## src/hdl/nirf_pkg.sv

```systemverilog
`timescale 1ns / 1ps

package nirf_pkg;

  // Action codes carried in the input word
  localparam logic ACT_EDGE    = 1'b0;
  localparam logic ACT_TIMEOUT = 1'b1;

  // Timing windows in microseconds, both bounds exclusive
  localparam logic [31:0] LEAD_PULSE_LO = 32'd8000;
  localparam logic [31:0] LEAD_PULSE_HI = 32'd10000;
  localparam logic [31:0] LEAD_SPACE_LO = 32'd3500;
  localparam logic [31:0] LEAD_SPACE_HI = 32'd5500;
  localparam logic [31:0] SHORT_LO      = 32'd400;
  localparam logic [31:0] SHORT_HI      = 32'd700;
  localparam logic [31:0] LONG_LO       = 32'd1400;
  localparam logic [31:0] LONG_HI       = 32'd1900;

  localparam int COUNT_W = 8;

  typedef enum logic [1:0] {
    PH_LEAD_PULSE,
    PH_LEAD_SPACE,
    PH_BIT_PULSE,
    PH_BIT_SPACE
  } phase_t;

  typedef struct packed {
    logic        action;
    logic [31:0] edge_time;
    logic        line_level;
  } in_word_t;

  typedef struct packed {
    logic [31:0]        code;
    logic [COUNT_W-1:0] edge_count;
  } out_word_t;

  // Outcome of checking one edge against the window of the current phase
  typedef struct packed {
    logic   ok;
    logic   shift;
    logic   bit_value;
    phase_t phase_next;
  } check_t;

endpackage

```

## src/hdl/nirf_window.sv

```systemverilog
`timescale 1ns / 1ps

module nirf_window (
  input  nirf_pkg::phase_t phase,
  input  logic [31:0]      diff,
  input  logic             level,
  output nirf_pkg::check_t chk
);
  import nirf_pkg::*;

  logic in_lead_pulse;
  logic in_lead_space;
  logic in_short;
  logic in_long;

  assign in_lead_pulse = (diff > LEAD_PULSE_LO) && (diff < LEAD_PULSE_HI);
  assign in_lead_space = (diff > LEAD_SPACE_LO) && (diff < LEAD_SPACE_HI);
  assign in_short      = (diff > SHORT_LO) && (diff < SHORT_HI);
  assign in_long       = (diff > LONG_LO) && (diff < LONG_HI);

  always_comb begin
    chk = '{ok: 1'b0, shift: 1'b0, bit_value: 1'b0, phase_next: phase};
    unique case (phase)
      PH_LEAD_PULSE: begin
        if (level && in_lead_pulse) begin
          chk.ok         = 1'b1;
          chk.phase_next = PH_LEAD_SPACE;
        end
      end
      PH_LEAD_SPACE: begin
        if (!level && in_lead_space) begin
          chk.ok         = 1'b1;
          chk.phase_next = PH_BIT_PULSE;
        end
      end
      PH_BIT_PULSE: begin
        if (level && in_short) begin
          chk.ok         = 1'b1;
          chk.phase_next = PH_BIT_SPACE;
        end
      end
      PH_BIT_SPACE: begin
        // short space is a zero, long space is a one
        if (!level && (in_short || in_long)) begin
          chk.ok         = 1'b1;
          chk.shift      = 1'b1;
          chk.bit_value  = in_long;
          chk.phase_next = PH_BIT_PULSE;
        end
      end
      default: begin
        chk.ok = 1'b0;
      end
    endcase
  end

endmodule

```

## src/hdl/nirf_frame.sv

```systemverilog
`timescale 1ns / 1ps

module nirf_frame #(
  parameter int EDGE_LIMIT = 128
) (
  input  logic                 clk,
  input  logic                 rst,
  input  logic                 step,
  input  nirf_pkg::in_word_t   item,
  output nirf_pkg::out_word_t  result
);
  import nirf_pkg::*;

  localparam int CW = $clog2(EDGE_LIMIT + 1);
  localparam int XW = (CW > COUNT_W) ? CW : COUNT_W;

  logic [31:0]   prev_time;
  logic [CW-1:0] edges_seen;
  phase_t        phase;
  logic          still_decoding;
  logic [31:0]   shift_code;

  logic [31:0]   diff;
  check_t        chk;
  logic [XW-1:0] count_ext;

  assign diff = item.edge_time - prev_time;

  nirf_window u_window (
    .phase (phase),
    .diff  (diff),
    .level (item.line_level),
    .chk   (chk)
  );

  // Clamp the count to what the output field can carry
  assign count_ext         = XW'(edges_seen);
  assign result.code       = shift_code;
  assign result.edge_count = (count_ext > XW'(255)) ? {COUNT_W{1'b1}}
                                                    : count_ext[COUNT_W-1:0];

  always_ff @(posedge clk) begin
    if (rst) begin
      prev_time      <= '0;
      edges_seen     <= '0;
      phase          <= PH_LEAD_PULSE;
      still_decoding <= 1'b1;
      shift_code     <= '0;
    end else if (step) begin
      if (item.action == ACT_TIMEOUT) begin
        prev_time      <= '0;
        edges_seen     <= '0;
        phase          <= PH_LEAD_PULSE;
        still_decoding <= 1'b1;
        shift_code     <= '0;
      end else if (edges_seen < CW'(EDGE_LIMIT)) begin
        if ((edges_seen != '0) && still_decoding) begin
          phase          <= chk.phase_next;
          still_decoding <= chk.ok;
          if (chk.shift) begin
            shift_code <= {shift_code[30:0], chk.bit_value};
          end
        end
        prev_time  <= item.edge_time;
        edges_seen <= edges_seen + CW'(1);
      end
    end
  end

endmodule

```

## src/hdl/nec_ir_frame_decoder.sv

```systemverilog
`timescale 1ns / 1ps

// NEC infrared frame decoder. Each input word is either an IR line edge
// (microsecond timestamp plus the line level at the edge) or a frame timeout.
// Edges are timed against the previous edge and walked through leading pulse,
// leading space, bit pulse and bit space; a short bit space shifts in 0, a
// long one shifts in 1, with the first bit ending up most significant. The
// first edge that misses its window freezes the code, and later edges are only
// counted, up to EDGE_LIMIT. A timeout produces one output word with the code
// and the edge count (clamped to 255) and clears the frame; an edge produces
// no output word. The block takes one word per cycle while no timeout is
// stalled: a word is held in the input register while the frame state is
// updated from it, and a processed timeout loads the output register and
// raises out_valid. The only stall comes from the output register: a
// timeout waits while an earlier result is still held there, edges pass
// regardless.
module nec_ir_frame_decoder #(
  parameter int EDGE_LIMIT = 128
) (
  input  logic                clk,
  input  logic                rst,
  input  logic                in_valid,
  output logic                in_ready,
  input  nirf_pkg::in_word_t  in_data,
  output logic                out_valid,
  input  logic                out_ready,
  output nirf_pkg::out_word_t out_data
);
  import nirf_pkg::*;

  logic      in_full;
  in_word_t  in_hold;
  logic      out_free;
  logic      process;
  out_word_t result;

  // Edges never need the output register; a timeout needs it free
  assign out_free = !out_valid || out_ready;
  assign process  = in_full && ((in_hold.action == ACT_EDGE) || out_free);
  assign in_ready = !in_full || process;

  // Input register: hold the accepted word until it is processed
  always_ff @(posedge clk) begin
    if (rst) begin
      in_full <= 1'b0;
    end else if (in_ready) begin
      in_full <= in_valid;
    end
  end

  always_ff @(posedge clk) begin
    if (in_valid && in_ready) begin
      in_hold <= in_data;
    end
  end

  nirf_frame #(
    .EDGE_LIMIT (EDGE_LIMIT)
  ) u_frame (
    .clk    (clk),
    .rst    (rst),
    .step   (process),
    .item   (in_hold),
    .result (result)
  );

  // Output register: load on a processed timeout, drop once taken
  always_ff @(posedge clk) begin
    if (rst) begin
      out_valid <= 1'b0;
    end else if (process && (in_hold.action == ACT_TIMEOUT)) begin
      out_valid <= 1'b1;
    end else if (out_ready) begin
      out_valid <= 1'b0;
    end
  end

  always_ff @(posedge clk) begin
    if (process && (in_hold.action == ACT_TIMEOUT)) begin
      out_data <= result;
    end
  end

`ifndef SYNTHESIS
  a_out_from_timeout: assert property (@(posedge clk) disable iff (rst)
    $rose(out_valid) |-> $past(process && (in_hold.action == ACT_TIMEOUT)))
    else $error("output word appeared without a processed timeout");

  a_stall_only_on_output: assert property (@(posedge clk) disable iff (rst)
    (in_full && !process) |-> (out_valid && !out_ready &&
                               (in_hold.action == ACT_TIMEOUT)))
    else $error("input stalled while the output register could take a word");

  a_count_bound: assert property (@(posedge clk) disable iff (rst)
    out_valid |-> (32'(out_data.edge_count) <= 32'(EDGE_LIMIT)))
    else $error("edge count above the edge limit");
`endif

endmodule
```

## config.mk

```make
export PLATFORM = sky130hd
export DESIGN_NAME = nec_ir_frame_decoder
export DESIGN_NICKNAME = d
export VERILOG_FILES = /design/src/hdl/nirf_pkg.sv /design/src/hdl/nirf_window.sv /design/src/hdl/nirf_frame.sv /design/src/hdl/nec_ir_frame_decoder.sv
export SDC_FILE = /design/constraint.sdc
export NUM_CORES = 1
export LEC_CHECK = 0
export BUFFER_PORTS_ARGS = -buffer_cell sky130_fd_sc_hd__buf_2
export CAP_MARGIN = 25
export CORE_ASPECT_RATIO = 0.6
export CORE_MARGIN = 4
export CORE_UTILIZATION = 50
export CTS_BUF_LIST = sky130_fd_sc_hd__clkbuf_8
export CTS_CLUSTER_DIAMETER = 100
export DETAILED_ROUTE_END_ITERATION = 10
export PLACE_DENSITY = 0.69
export SYNTH_ARGS = -nofsm -noshare
export SYNTH_HDL_FRONTEND = slang
export SYNTH_SLANG_ARGS = --single-unit
```

## constraint.sdc

```tcl
create_clock -name clk -period 9.45 [get_ports clk]
set_clock_uncertainty 0.15 [all_clocks]
set_input_delay 0.4725 -clock clk [delete_from_list [all_inputs] [get_ports clk]]
set_output_delay 0.4725 -clock clk [all_outputs]
set_load 0.02 [all_outputs]
```

==> metrics.txt <==
drt total wl=between 15 and 20 mm; die width=approximately 170 um; drt pass-1 iters=5; Most common cell on crit path=nand2b_1; min Tclk post-route=between 4 and 5 ns; WL/cell=16.5 um; relative slew slack=around 37%; count of different cell masters after synthesis=70; worst-path fanout max=32; first-pass GRT wire length=between 20 and 30 mm; Synth top area share=between 20% and 30%; critical-path cell list=inv_1, ha_1, fa_1, nand2b_1, a21boi_1, o2111ai_1, a211oi_1, o21a_1, o21ai_1, nor4_1, nand2b_1, nor4_4, buf_4, mux2i_1; Tcrit/Tclk final=a little under half; pwr/cell area=about 160 nW/um^2; routed vias=6302; largest net degree at the start of global routing=42; RSZ-0062 raised after global routing=false; Worst Path Buf+Inv=2; Root Buffer=clkbuf_8; die area=approximately 18000 sq um; Ys Warns=0; Crit path max-delay family=compound AO/OA/AOI/OAI gates; total negative setup slack=0 ns; Max Freq=around 230 MHz; DRT iter0 DRCs=between 600 and 700; Initial Util=roughly 51%; min-delay worst type=primary input to register; max cap viols=0; vias in the first global route=5735; CP required=between 9 and 10 ns; cell taking the most area after synthesis=edfxtp_1; Final Hold Viols=0; Critical Path AT=about 4.6 ns; post-DR vias/cell=roughly 5.7; initial antenna violation count=0; Worst Tran Pin Value=approximately 0.95 ns; GP Congestion=about 0.94; Mapped Avg Cell Area=a little under 10 sq um; DRT antenna net count=0; Max stage delay on crit path=between 0.5 and 0.6 ns; Worst path slowest cell=buf_4; Hold Buf Count CTS=0; Netlist Area Pre-Place=around 7900 sq um; most frequent cells in the layout=nand2_1 (105), buf_2 (79), dfxtp_1 (77); synthesized net count=890; synth top area cells=edfxtp_1 (28%), dfxtp_1 (19%), ha_1 (5.2%), nand2_1 (5.0%), mux2i_1 (4.2%); worst vdd ir=about 0.000073 V; predominant post-synthesis flop cell=dfxtp_1; post-synthesis cell count=roughly 820; die height=105 um; Startpoint Class=register; worst-case clock buffer depth=2; DR DRC count=0; IO buf count=79; fraction of registers with async set/reset=0%; hold slack=about 0.039 ns; GRT Util Overall=roughly 20%; row count=35; PostCTS Resize Cnt=0; post-route insts no fill=1102; GRT Residual Overflow=0; htree depth=4; share of cells above drive strength 1=between 15 and 20%; placed wire-length estimate=between 10 and 15 mm; Ports=80; CTS tree=built; FF+latch count, synth=151; status=finished clean; post-CTS setup buffers=0; CTS sink cnt=roughly 150; placeable core area=approximately 15000 sq um; n_diodes=0; Final setup viols=0; area delta synth->final=11.7%; CTS Buf Count=17; EDFF count, synth=74; Final #Nets=about 960; Worst-Skew Late Latency=roughly 0.45 ns; Pleak=about 3.3 nW; Max Slew Vio Count=0; Crit Path Class=register to register; clock slew at reported path FFs=~0.09 ns; Placed Cells=1070; most common cell after layout, fill and taps aside=nand2_1; CP endpoint kind=register; register area share after synthesis=a little under half
==> final timing paths <==
path,from,depth (start not counted),slack [ns],end
hold reg to reg,u_frame.shift_code[18],0,0.31,out_data[26]
hold / removal,in_data[27],1,0.04,in_hold[27]
setup / recovery,in_hold[1],14,5.08,u_frame.shift_code[13]
setup reg to reg,in_hold[1],14,5.08,u_frame.shift_code[13]
==> final cells by class <==
| type | count | area [sq um] |
|---|---|---|
| inverter | 47 | 176 |
| clock inverter | 15 | 138 |
| timing repair buffer | 86 | 448 |
| multi-input combinational | 583 | 3820 |
| clock buffer | 17 | 234 |
| tap | 203 | 254 |
| fill | 1372 | 6580 |
| sequential | 151 | 3760 |
==> power by group <==
part / switching [mW] / internal (mW) / leakage (nW) / total [mW]
Combinational: 0.143 / 0.0778 / 1.71 / 0.221
Clock: 0.279 / 0.193 / 0.184 / 0.472
Sequential: 0.00933 / 0.700 / 1.39 / 0.710
Total: 0.432 / 0.971 / 3.29 / 1.40
==> per-layer routing <==
layer	vias to the layer above	track usage [%]	wire [um]	share of wire (%)
li1	3137	-	-	-
met1	2953	32.0	9650	53
met2	200	28.1	7380	40
met3	12	4.31	1050	5.8
met4	0	4.39	142	0.78
met5	-	0	0	0
==> worst reg2reg max path: cells and delay by family, from the launching register on <==
kind	cells	cell delay (ns)
AOI/OAI and AO/OA	5	1.38
and+or+nand+nor	4	0.98
adders and majority gates	2	0.61
buffers and inverters	2	0.56
DFF	1	0.36
muxes	1	0.27
==> synth_stat cells, types with 7 or more instances <==
master / count
or3_1: 12
edfxtp_1: 74
clkbuf_1: 28
nand3_1: 15
nor2_1: 73
a22oi_1: 34
ha_1: 33
o21ai_0: 28
o21a_1: 9
dfxtp_1: 77
a21oi_1: 41
nor3_1: 17
a211oi_1: 7
inv_1: 47
a21o_1: 11
nand4_1: 14
nor2b_1: 10
nand2_1: 105
mux2i_1: 33
xnor2_1: 13
and3_1: 7
a31oi_1: 9
o211ai_1: 7
and2_1: 8
==> logic make-up after synthesis <==
logic type      after synthesis  share of synthesized area [%]
compound gates              204                           18.4
xor+xnor                     19                           2.10
fa+ha+maj                    34                           5.47
buf+inv                      84                           4.45
flops                       151                           47.6
mux                          34                           4.32
simple gates                292                           17.6
==> flip-flops by register name, indices dropped and copies added, names as in the netlist <==
name,cells
out_valid,1
u_frame.prev_time,32
in_hold,34
u_frame.shift_code,32
u_frame.count_ext,8
in_full,1
u_frame.phase,2
out_data,40
u_frame.still_decoding,1
==> metrics by stage <==
stage               setup slack (ns)  area, sq um  utilization, %  total power, mW
floorplan                       5.83         7910               -            0.884
global placement                5.22         8460            54.9            0.939
detailed placement              5.14         8460            54.9            0.940
CTS                             5.12         8830            57.3             1.41
global route                    4.73         8830            57.3             1.47
finish                          5.08         8830            57.3             1.40
Note: power is estimated with default switching activity, not from simulation.
